### src/hw/rtl/swrt_pkg.sv
// Shared types and constants for the sliding window retransmit table.
// Used by swrt_slot_eval, sliding_window_retransmit_table_unit and the testbench; no dependencies.
package swrt_pkg;

    localparam int KIND_W    = 4;
    localparam int SLOT_W    = 5;
    localparam int SEQ_W     = 32;
    localparam int LEN_W     = 7;
    localparam int PAYLOAD_W = 7;
    localparam int WIN_W     = 6;
    localparam int RELOAD_W  = 8;
    localparam int CFG_IDX_W = 1;
    localparam int CFG_DAT_W = 8;

    localparam int SEG_HDR   = 24;
    localparam int LEN_MAX   = 127;

    localparam logic [WIN_W-1:0]    WINDOW_RESET = 6'd20;
    localparam logic [RELOAD_W-1:0] RELOAD_RESET = 8'd5;

    localparam logic [CFG_IDX_W-1:0] CFG_WINDOW_SIZE  = 1'd0;
    localparam logic [CFG_IDX_W-1:0] CFG_RETRY_RELOAD = 1'd1;

    localparam logic [1:0] CMD_SEND = 2'd0;
    localparam logic [1:0] CMD_ACK  = 2'd1;
    localparam logic [1:0] CMD_TICK = 2'd2;
    localparam logic [1:0] CMD_DATA = 2'd3;

    localparam logic [KIND_W-1:0] KIND_SENT        = 4'd0;
    localparam logic [KIND_W-1:0] KIND_WINDOW_FULL = 4'd1;
    localparam logic [KIND_W-1:0] KIND_ACK_MATCH   = 4'd2;
    localparam logic [KIND_W-1:0] KIND_ACK_NONE    = 4'd3;
    localparam logic [KIND_W-1:0] KIND_RESEND      = 4'd4;
    localparam logic [KIND_W-1:0] KIND_RELEASED    = 4'd5;
    localparam logic [KIND_W-1:0] KIND_DELIVER     = 4'd6;
    localparam logic [KIND_W-1:0] KIND_OUT_OF_ORD  = 4'd7;
    localparam logic [KIND_W-1:0] KIND_TICK_IDLE   = 4'd8;

    // Decision for the slot under the scan pointer.
    typedef struct packed {
        logic              claim;     // send takes this free slot
        logic              hit;       // slot produces an ack, release or resend result
        logic              set_ack;
        logic              release_slot;
        logic              reload;
        logic              dec;
        logic [KIND_W-1:0] kind;
    } t_slot_act;

    typedef struct packed {
        logic [KIND_W-1:0] kind;
        logic [SLOT_W-1:0] slot;
        logic [SEQ_W-1:0]  seq;
        logic [LEN_W-1:0]  len;
    } t_result;

endpackage

### src/hw/rtl/swrt_slot_eval.sv
// Per-slot decision unit: compares one slot's state against the current command.
// Depends on swrt_pkg.
module swrt_slot_eval (
    input  logic [1:0]                 i_cmd,
    input  logic                       i_busy,
    input  logic                       i_acked,
    input  logic [swrt_pkg::RELOAD_W-1:0] i_timer,
    input  logic [swrt_pkg::SEQ_W-1:0] i_slot_seq,
    input  logic [swrt_pkg::SEQ_W-1:0] i_seq_in,
    output swrt_pkg::t_slot_act        o_act
);
    import swrt_pkg::*;

    always_comb begin
        o_act = '0;
        case (i_cmd)
            CMD_SEND: begin
                o_act.claim = !i_busy;
                o_act.kind  = KIND_SENT;
            end
            CMD_ACK: begin
                if (i_busy && (i_slot_seq == i_seq_in)) begin
                    o_act.hit     = 1'b1;
                    o_act.set_ack = 1'b1;
                end
                o_act.kind = KIND_ACK_MATCH;
            end
            CMD_TICK: begin
                if (i_busy) begin
                    if (i_acked) begin
                        o_act.hit          = 1'b1;
                        o_act.release_slot = 1'b1;
                        o_act.kind         = KIND_RELEASED;
                    end else if (i_timer == '0) begin
                        o_act.hit    = 1'b1;
                        o_act.reload = 1'b1;
                        o_act.kind   = KIND_RESEND;
                    end else begin
                        o_act.dec = 1'b1;
                    end
                end
            end
            default: begin
                o_act = '0;
            end
        endcase
    end

endmodule

### src/hw/rtl/sliding_window_retransmit_table_unit.sv
// Top level of the sliding window retransmit table: slot state, scan sequencer
// and output register. Depends on swrt_pkg and swrt_slot_eval.
//
// One transaction at a time. A send, ack or tick walks the active slots one per
// cycle through a single slot evaluation unit, pausing as described below. The
// active count is window_size limited to MAX_SLOTS. A send that claims slot k
// stops there, and a data segment skips the walk. Each result found during the
// walk is held in a pending register so the final one can carry last. When the
// output register is not drained, the walk pauses on a slot that has a result,
// and the final result waits for room; both add cycles. Configuration writes are
// always accepted and must only be issued while the block is idle. No clearing
// pass after reset is needed.
module sliding_window_retransmit_table_unit #(
    parameter int MAX_SLOTS   = 32,
    parameter int MAX_PAYLOAD = 100
) (
    input  logic                              i_clk,
    input  logic                              i_rst_n,
    input  logic                              i_cfg_valid,
    output logic                              o_cfg_ready,
    input  logic [swrt_pkg::CFG_IDX_W-1:0]    i_cfg_index,
    input  logic [swrt_pkg::CFG_DAT_W-1:0]    i_cfg_data,
    input  logic                              i_in_valid,
    output logic                              o_in_ready,
    input  logic [1:0]                        i_cmd,
    input  logic [swrt_pkg::SEQ_W-1:0]        i_seq_num,
    input  logic [swrt_pkg::PAYLOAD_W-1:0]    i_payload_len,
    output logic                              o_out_valid,
    input  logic                              i_out_ready,
    output logic [swrt_pkg::KIND_W-1:0]       o_kind,
    output logic [swrt_pkg::SLOT_W-1:0]       o_slot,
    output logic [swrt_pkg::SEQ_W-1:0]        o_seq_out,
    output logic [swrt_pkg::LEN_W-1:0]        o_seg_len,
    output logic                              o_last
);
    import swrt_pkg::*;

    localparam int SW = (MAX_SLOTS > 1) ? $clog2(MAX_SLOTS) : 1;
    localparam int CW = $clog2(MAX_SLOTS + 1);

    localparam logic [1:0] ST_IDLE   = 2'd0;
    localparam logic [1:0] ST_SCAN   = 2'd1;
    localparam logic [1:0] ST_FINISH = 2'd2;

    // Configuration.
    logic [WIN_W-1:0]    r_window;
    logic [RELOAD_W-1:0] r_reload;

    // Slot table.
    logic                r_busy  [MAX_SLOTS];
    logic                r_acked [MAX_SLOTS];
    logic [RELOAD_W-1:0] r_timer [MAX_SLOTS];
    logic [SEQ_W-1:0]    r_sseq  [MAX_SLOTS];
    logic [LEN_W-1:0]    r_slen  [MAX_SLOTS];

    logic [SEQ_W-1:0] r_next_send, n_next_send;
    logic [SEQ_W-1:0] r_next_exp,  n_next_exp;

    // Sequencer and latched transaction.
    logic [1:0]       r_state, n_state;
    logic [CW-1:0]    r_idx,   n_idx;
    logic [1:0]       r_cmd,   n_cmd;
    logic [SEQ_W-1:0] r_seq,   n_seq;
    logic [PAYLOAD_W-1:0] r_pl, n_pl;
    logic [LEN_W-1:0] r_seglen, n_seglen;
    logic             r_pend_valid, n_pend_valid;
    t_result          r_pend, n_pend;

    // Output register.
    logic             r_out_valid;
    t_result          r_out;
    logic             r_out_last;

    logic [PAYLOAD_W-1:0] pl_clamp;
    logic [LEN_W:0]       seg_sum;
    logic [LEN_W-1:0]     seg_len_in;
    logic [CW-1:0]        n_active;
    logic [SW-1:0]        slot_ix;
    logic [31:0]          idx_wide;
    logic [SLOT_W-1:0]    slot5;
    t_slot_act            act;
    logic                 out_free;
    logic                 in_take;
    logic                 scan_live;
    logic                 stall;
    logic                 commit;
    logic                 push;
    logic                 push_last;
    t_result              push_res;
    t_result              slot_res;

    always_comb begin
        pl_clamp = i_payload_len;
        if (int'(i_payload_len) > MAX_PAYLOAD) begin
            pl_clamp = PAYLOAD_W'(MAX_PAYLOAD);
        end
        seg_sum = {1'b0, pl_clamp} + (LEN_W + 1)'(SEG_HDR);
        seg_len_in = (int'(seg_sum) > LEN_MAX) ? LEN_W'(LEN_MAX) : seg_sum[LEN_W-1:0];
    end

    always_comb begin
        if (int'(r_window) > MAX_SLOTS) begin
            n_active = CW'(MAX_SLOTS);
        end else begin
            n_active = CW'(r_window);
        end
    end

    assign slot_ix  = r_idx[SW-1:0];
    assign idx_wide = 32'(r_idx);
    assign slot5    = idx_wide[SLOT_W-1:0];

    swrt_slot_eval u_eval (
        .i_cmd      (r_cmd),
        .i_busy     (r_busy[slot_ix]),
        .i_acked    (r_acked[slot_ix]),
        .i_timer    (r_timer[slot_ix]),
        .i_slot_seq (r_sseq[slot_ix]),
        .i_seq_in   (r_seq),
        .o_act      (act)
    );

    assign out_free  = !r_out_valid || i_out_ready;
    assign in_take   = i_in_valid && (r_state == ST_IDLE);
    assign scan_live = (r_state == ST_SCAN) && (r_idx < n_active);
    // A new result must first push the held one out.
    assign stall     = act.hit && r_pend_valid && !out_free;
    assign commit    = scan_live && !stall;

    always_comb begin
        slot_res.kind = act.kind;
        slot_res.slot = slot5;
        slot_res.seq  = r_sseq[slot_ix];
        slot_res.len  = r_slen[slot_ix];
        if (act.claim) begin
            slot_res.seq = r_next_send;
            slot_res.len = r_seglen;
        end
    end

    always_comb begin
        n_state      = r_state;
        n_idx        = r_idx;
        n_cmd        = r_cmd;
        n_seq        = r_seq;
        n_pl         = r_pl;
        n_seglen     = r_seglen;
        n_pend_valid = r_pend_valid;
        n_pend       = r_pend;
        n_next_send  = r_next_send;
        n_next_exp   = r_next_exp;
        push         = 1'b0;
        push_last    = 1'b0;
        push_res     = r_pend;
        case (r_state)
            ST_IDLE: begin
                if (in_take) begin
                    n_cmd        = i_cmd;
                    n_seq        = i_seq_num;
                    n_pl         = pl_clamp;
                    n_seglen     = seg_len_in;
                    n_idx        = '0;
                    n_pend_valid = 1'b0;
                    n_pend       = '0;
                    n_state      = ST_SCAN;
                    case (i_cmd)
                        CMD_SEND: begin
                            n_pend.kind = KIND_WINDOW_FULL;
                            n_pend.seq  = r_next_send;
                            n_pend.len  = seg_len_in;
                        end
                        CMD_ACK: begin
                            n_pend.kind = KIND_ACK_NONE;
                            n_pend.seq  = i_seq_num;
                        end
                        CMD_TICK: begin
                            n_pend.kind = KIND_TICK_IDLE;
                        end
                        default: begin
                            n_pend.seq = i_seq_num;
                            n_pend.len = seg_len_in;
                            n_state    = ST_FINISH;
                            if (i_seq_num == r_next_exp) begin
                                n_pend.kind = KIND_DELIVER;
                                n_next_exp  = r_next_exp + SEQ_W'(pl_clamp);
                            end else begin
                                n_pend.kind = KIND_OUT_OF_ORD;
                            end
                        end
                    endcase
                end
            end
            ST_SCAN: begin
                if (!scan_live) begin
                    n_state = ST_FINISH;
                end else if (act.claim) begin
                    n_pend      = slot_res;
                    n_next_send = r_next_send + SEQ_W'(r_pl);
                    n_state     = ST_FINISH;
                end else if (!stall) begin
                    if (act.hit) begin
                        push         = r_pend_valid;
                        n_pend       = slot_res;
                        n_pend_valid = 1'b1;
                    end
                    n_idx = r_idx + 1'b1;
                end
            end
            ST_FINISH: begin
                if (out_free) begin
                    push         = 1'b1;
                    push_last    = 1'b1;
                    n_pend_valid = 1'b0;
                    n_state      = ST_IDLE;
                end
            end
            default: begin
                n_state = ST_IDLE;
            end
        endcase
    end

    always_ff @(posedge i_clk) begin
        if (!i_rst_n) begin
            r_state      <= ST_IDLE;
            r_idx        <= '0;
            r_pend_valid <= 1'b0;
            r_next_send  <= '0;
            r_next_exp   <= '0;
            r_out_valid  <= 1'b0;
            r_window     <= WINDOW_RESET;
            r_reload     <= RELOAD_RESET;
        end else begin
            r_state      <= n_state;
            r_idx        <= n_idx;
            r_pend_valid <= n_pend_valid;
            r_next_send  <= n_next_send;
            r_next_exp   <= n_next_exp;
            if (push) begin
                r_out_valid <= 1'b1;
            end else if (i_out_ready) begin
                r_out_valid <= 1'b0;
            end
            if (i_cfg_valid) begin
                case (i_cfg_index)
                    CFG_WINDOW_SIZE:  r_window <= i_cfg_data[WIN_W-1:0];
                    CFG_RETRY_RELOAD: r_reload <= i_cfg_data[RELOAD_W-1:0];
                    default: begin
                    end
                endcase
            end
        end
    end

    always_ff @(posedge i_clk) begin
        r_cmd    <= n_cmd;
        r_seq    <= n_seq;
        r_pl     <= n_pl;
        r_seglen <= n_seglen;
        r_pend   <= n_pend;
        if (push) begin
            r_out      <= push_res;
            r_out_last <= push_last;
        end
    end

    // Slot flags and timers.
    always_ff @(posedge i_clk) begin
        if (!i_rst_n) begin
            for (int k = 0; k < MAX_SLOTS; k++) begin
                r_busy[k]  <= 1'b0;
                r_acked[k] <= 1'b0;
                r_timer[k] <= '0;
            end
        end else if (commit) begin
            if (act.claim) begin
                r_busy[slot_ix]  <= 1'b1;
                r_acked[slot_ix] <= 1'b0;
                r_timer[slot_ix] <= r_reload;
            end
            if (act.set_ack) begin
                r_acked[slot_ix] <= 1'b1;
            end
            if (act.release_slot) begin
                r_busy[slot_ix]  <= 1'b0;
                r_acked[slot_ix] <= 1'b0;
                r_timer[slot_ix] <= '0;
            end
            if (act.reload) begin
                r_timer[slot_ix] <= r_reload;
            end
            if (act.dec) begin
                r_timer[slot_ix] <= r_timer[slot_ix] - 1'b1;
            end
        end
    end

    // Stored sequence and length, written only when a send claims the slot.
    always_ff @(posedge i_clk) begin
        if (commit && act.claim) begin
            r_sseq[slot_ix] <= r_next_send;
            r_slen[slot_ix] <= r_seglen;
        end
    end

    assign o_cfg_ready = 1'b1;
    assign o_in_ready  = (r_state == ST_IDLE);
    assign o_out_valid = r_out_valid;
    assign o_kind      = r_out.kind;
    assign o_slot      = r_out.slot;
    assign o_seq_out   = r_out.seq;
    assign o_seg_len   = r_out.len;
    assign o_last      = r_out_last;

    a_idle_no_pending: assert property (@(posedge i_clk) disable iff (!i_rst_n)
        (r_state == ST_IDLE) |-> !r_pend_valid)
        else $error("held result left over while idle");

    a_scan_in_range: assert property (@(posedge i_clk) disable iff (!i_rst_n)
        (r_state == ST_SCAN) |-> (r_idx <= n_active))
        else $error("scan pointer ran past the active window");

    a_finish_emits_last: assert property (@(posedge i_clk) disable iff (!i_rst_n)
        ((r_state == ST_FINISH) && out_free) |=> (o_out_valid && o_last))
        else $error("final result not presented with last");

    a_take_leaves_idle: assert property (@(posedge i_clk) disable iff (!i_rst_n)
        (i_in_valid && o_in_ready) |=> (r_state != ST_IDLE))
        else $error("accepted transaction did not start work");

endmodule

### config.mk
export PLATFORM = sky130hd
export DESIGN_NAME = sliding_window_retransmit_table_unit
export DESIGN_NICKNAME = d
export VERILOG_FILES = /design/src/hw/rtl/swrt_pkg.sv /design/src/hw/rtl/swrt_slot_eval.sv /design/src/hw/rtl/sliding_window_retransmit_table_unit.sv
export SDC_FILE = /design/constraint.sdc
export NUM_CORES = 2
export LEC_CHECK = 0
export BUFFER_PORTS_ARGS = -buffer_cell sky130_fd_sc_hd__clkbuf_2
export CAP_MARGIN = 20
export CORE_ASPECT_RATIO = 0.8
export CORE_MARGIN = 2
export CORE_UTILIZATION = 34
export DETAILED_ROUTE_END_ITERATION = 8
export PLACE_DENSITY = 0.5
export SLEW_MARGIN = 40
export SYNTH_ARGS = -nofsm -noshare
export SYNTH_HDL_FRONTEND = slang
export SYNTH_HIERARCHICAL = 1
export SYNTH_SLANG_ARGS = --single-unit
### constraint.sdc
create_clock -name i_clk -period 8.9 [get_ports i_clk]
set_input_delay 1.335 -clock i_clk [delete_from_list [all_inputs] [get_ports i_clk]]
set_output_delay 1.335 -clock i_clk [all_outputs]
set_load 0.005 [all_outputs]
==> reports/metrics.yaml <==
run_status:
  outcome: "complete, no violations"
floorplanning:
  fp.dieW_um: 521
  pin_count: 107
  initial_core_util_pct: 34.2
  coreArea_mm2: 0.212
  die_h_um: 417
  die_area_mm2: 0.217
  core.rowCount: 151
route:
  drtIter0Drc: 4191
  ant_nets: 0
  route.detailed.drc: 0
  vias: 38200
  wl_per_cell_um: 29.8
  routed_via_density: 5.40
  routed_wirelength_um: 211000
  dr.pass1.iters: 8
critical_path:
  critPathMostFrequentCell: "buf_4"
  cp-endpoint: "r_timer[0][7]"
  critPathBufInv: 4
  required_ns: 9.43
  path_cells: "buf_4, mux4_2, mux4_2, mux2_2, xnor2_1, o2111ai_1, or4_1, nor4_2, buf_4, a21o_1, nand3_1, nand3_1, nor2_1, nand2_1, buf_4, o31a_2, buf_4, nor2_1"
  critPathMaxFanout: 27
  cpPeakStageDelay_ns: 0.69
  critPathTopFamily: "simple AND/OR/NAND/NOR gates"
  worst_ep_arrival_time_ns: 7.98
  worst-setup-path-type: "flop to flop"
  start_kind: "flop"
  cp.depth: 18
  rrSetupSlack_ns: 1.45
  timing.rr.end: "r_timer[0][7]"
  cp-end-kind: "flop"
  slowest_stage: "dfxtp_4"
  r2r_cells: 18
power_and_ir_drop:
  p_comb_share_pct: 9.1
  netSwitchingPower_mw: 4.51
  seqPwrFrac_pct: 50.9
  internal_power_mw: 14.6
  leakagePower_nw: 26.1
  powerDensity_mw_per_mm2: 229
  finalPower_mw: 19.1
  p_clk_share_pct: 40.0
  switching_share_pct: 23.6
  ir_drop_mv: 0.211
sta:
  setup_viol: 0
  finalHoldViolCount: 0
  rsz0062_at_grt: "no"
  relSlewSlack_pct: 41.8
  timing.final.crit_share_pct: 83.7
  fin_setup_tns_ns: 0
  worst_slew_pin_slew_ns: 0.874
  skew_ns: 0.0416
  slew_violations: 0
  fin_crit_ns: 7.45
  fmax_mhz: 134
yosys:
  ys_types: 68
  synth_area_leader_cell: "edfxtp_1"
  syn_nets: 3958
  synth.area.top_cells: "edfxtp_1, mux4_2, dfxtp_1, nor2_1, xor2_1"
  async_reset_ff_share_pct: 0
  netlist_instances: 3864
  syn_area_per_cell_um2: 18.8
  ys.flop_type: "edfxtp_1"
  synth_edf_count: 1649
  yosysSeqAreaShare_pct: 72.5
  ys_ff_latch: 1806
  yosysTopAreaCellShare_pct: 68.2
  syn_area_mm2: 0.0726
  synth.yosys.warnings: 6
clock_network:
  cts_sinks: 1806
  post_cts_buffers: 0
  path_clk_slew_ns: 0.07
  cts_tree: "built"
  cts_resized: 0
  insertion_delay_ns: 0.83
  cts_root_buf: "clkbuf_16"
  cts_buffer_depth: 3
  cts_buffers: 185
  cts_hold_buf: 0
  cts_max_level: 4
run:
  maxCapViolations: 0
grt:
  grt_pass1_wl_um: 298000
  track_usage_pct: 19.3
  grt_max_degree: 66
  grt_overflow: 0
  grt_pass1_vias: 38100
  antenna_found_initial: 4
placed_design:
  gp_congestion: 0.778
  io_buffers: 105
  hpwl_um: 119000
cells_and_area:
  drive_above_1_share_pct: 28.8
  area_delta_synth_final_pct: 15.2
  nets: 4175
  fillers: 19100
  layout_common_cells: "edfxtp_1, mux4_2, nor2_1"
  layout_commonest_cell: "edfxtp_1"
min_path:
  min_path_type: "flop to flop"
-- per-stage QoR --
| step | hold slack (ns) | setup slack (ns) | util, % | std cells | area (um2) |
|---|---|---|---|---|---|
| 3_3_place_gp | 0.401 | 1.47 | 36.4 | 6703 | 77300 |
| 5_1_grt | 0.424 | 1.04 | 39.4 | 7061 | 83600 |
| 3_5_place_dp | 0.405 | 1.34 | 36.6 | 6723 | 77700 |
| 2_1_floorplan | 0.400 | 0.313 | - | 3864 | 72600 |
| 6_report | 0.414 | 1.45 | 39.5 | 7065 | 83600 |
| 4_1_cts | 0.421 | 1.28 | 39.4 | 7060 | 83600 |
-- flip-flops by register name, indices dropped and copies added (netlist names), 48 cells and up, named ones only --
register and flops:
r_sseq 1024, r_timer 256, r_slen 224, push_res 48
-- cell type report --
cell class | count | area (um2) | area share (%)
flip-flops and latches | 1806 | 52700 | 63.0
well taps | 2830 | 3540 | 4.23
clock buffers | 239 | 5030 | 6.02
repair buffers | 252 | 2080 | 2.49
inverters | 49 | 188 | 0.224
clock inverters | 98 | 866 | 1.04
diodes | 4 | 10.0 | 0.0120
multi-input cells | 1787 | 19200 | 23.0
-- power groups by stage --
stage	Clock [mW]	Sequential (mW)	Combinational (mW)
finish	7.66	9.74	1.75
global route	8.13	9.77	1.87
CTS	7.82	9.75	1.78
detailed placement	0	9.92	1.78
global placement	0	9.95	1.72
floorplan	0	9.90	1.08
-- worst reg2reg max path: cells and delay by family, from the launching register on --
kind,cells,cell delay [ns]
and+or+nand+nor,7,2.37
xor gates and xnor gates,1,0.26
DFF,1,0.69
AOI/OAI and AO/OA,3,0.89
buffers and inverters,4,1.57
muxes,3,1.40
-- worst min-delay path by stage --
stage / end / slack, ns / cells after the start / startpoint
after detailed placement: o_seq_out[11] / 0.41 / 0 / push_res[18]
final: o_seq_out[25] / 0.41 / 0 / push_res[32]
after floorplan: o_kind[0] / 0.40 / 0 / push_res[44]
after global placement: o_seg_len[1] / 0.40 / 0 / push_res[1]
after global routing: o_seq_out[27] / 0.42 / 0 / push_res[34]
after CTS: o_seq_out[11] / 0.42 / 0 / push_res[18]
-- layer usage --
layer	global-route usage [%]	routed length, um	up-vias	share of wire [%]
met5	0	26	-	0.012
met4	4.03	3720	4	1.8
met3	2.97	11600	231	5.5
met2	31.2	102000	1244	48
met1	27.6	93600	20700	44
li1	-	-	16000	-
-- cells in the mapped netlist, types with 6 or more instances --
library cell  count
a22o_1           33
nand2b_1         16
dfxtp_1         157
o31ai_1          10
a22oi_1          33
xor2_1           77
nand3_1          41
a21o_1            6
o21ai_0          67
buf_1            45
nor2_1          352
nand4_1          17
a31o_2           33
nor2_2           47
buf_2            23
nor4_1           15
o211ai_1         41
and3_1           12
edfxtp_1       1649
and2_1           10
xnor2_1          16
or4_1             7
mux2i_1          27
a21oi_1          83
ha_1             37
mux4_2          488
mux2_2           46
nand2_1         162
nor2b_1          17
buf_6            10
clkbuf_1        140
or3_1            21
a31oi_1           6
nor3_1           16
inv_1            46
-- cell families after synthesis --
logic type,Yosys count,share of synthesized area (%)
adders and majority gates,39,0.693
AOI/OAI and AO/OA,343,3.21
buffers and inverters,271,1.56
xor gates and xnor gates,93,1.12
and+or+nand+nor,749,4.64
DFF,1806,72.5
other,2,0.0103
muxes,561,16.2
Note: power is estimated with default switching activity, not from simulation.
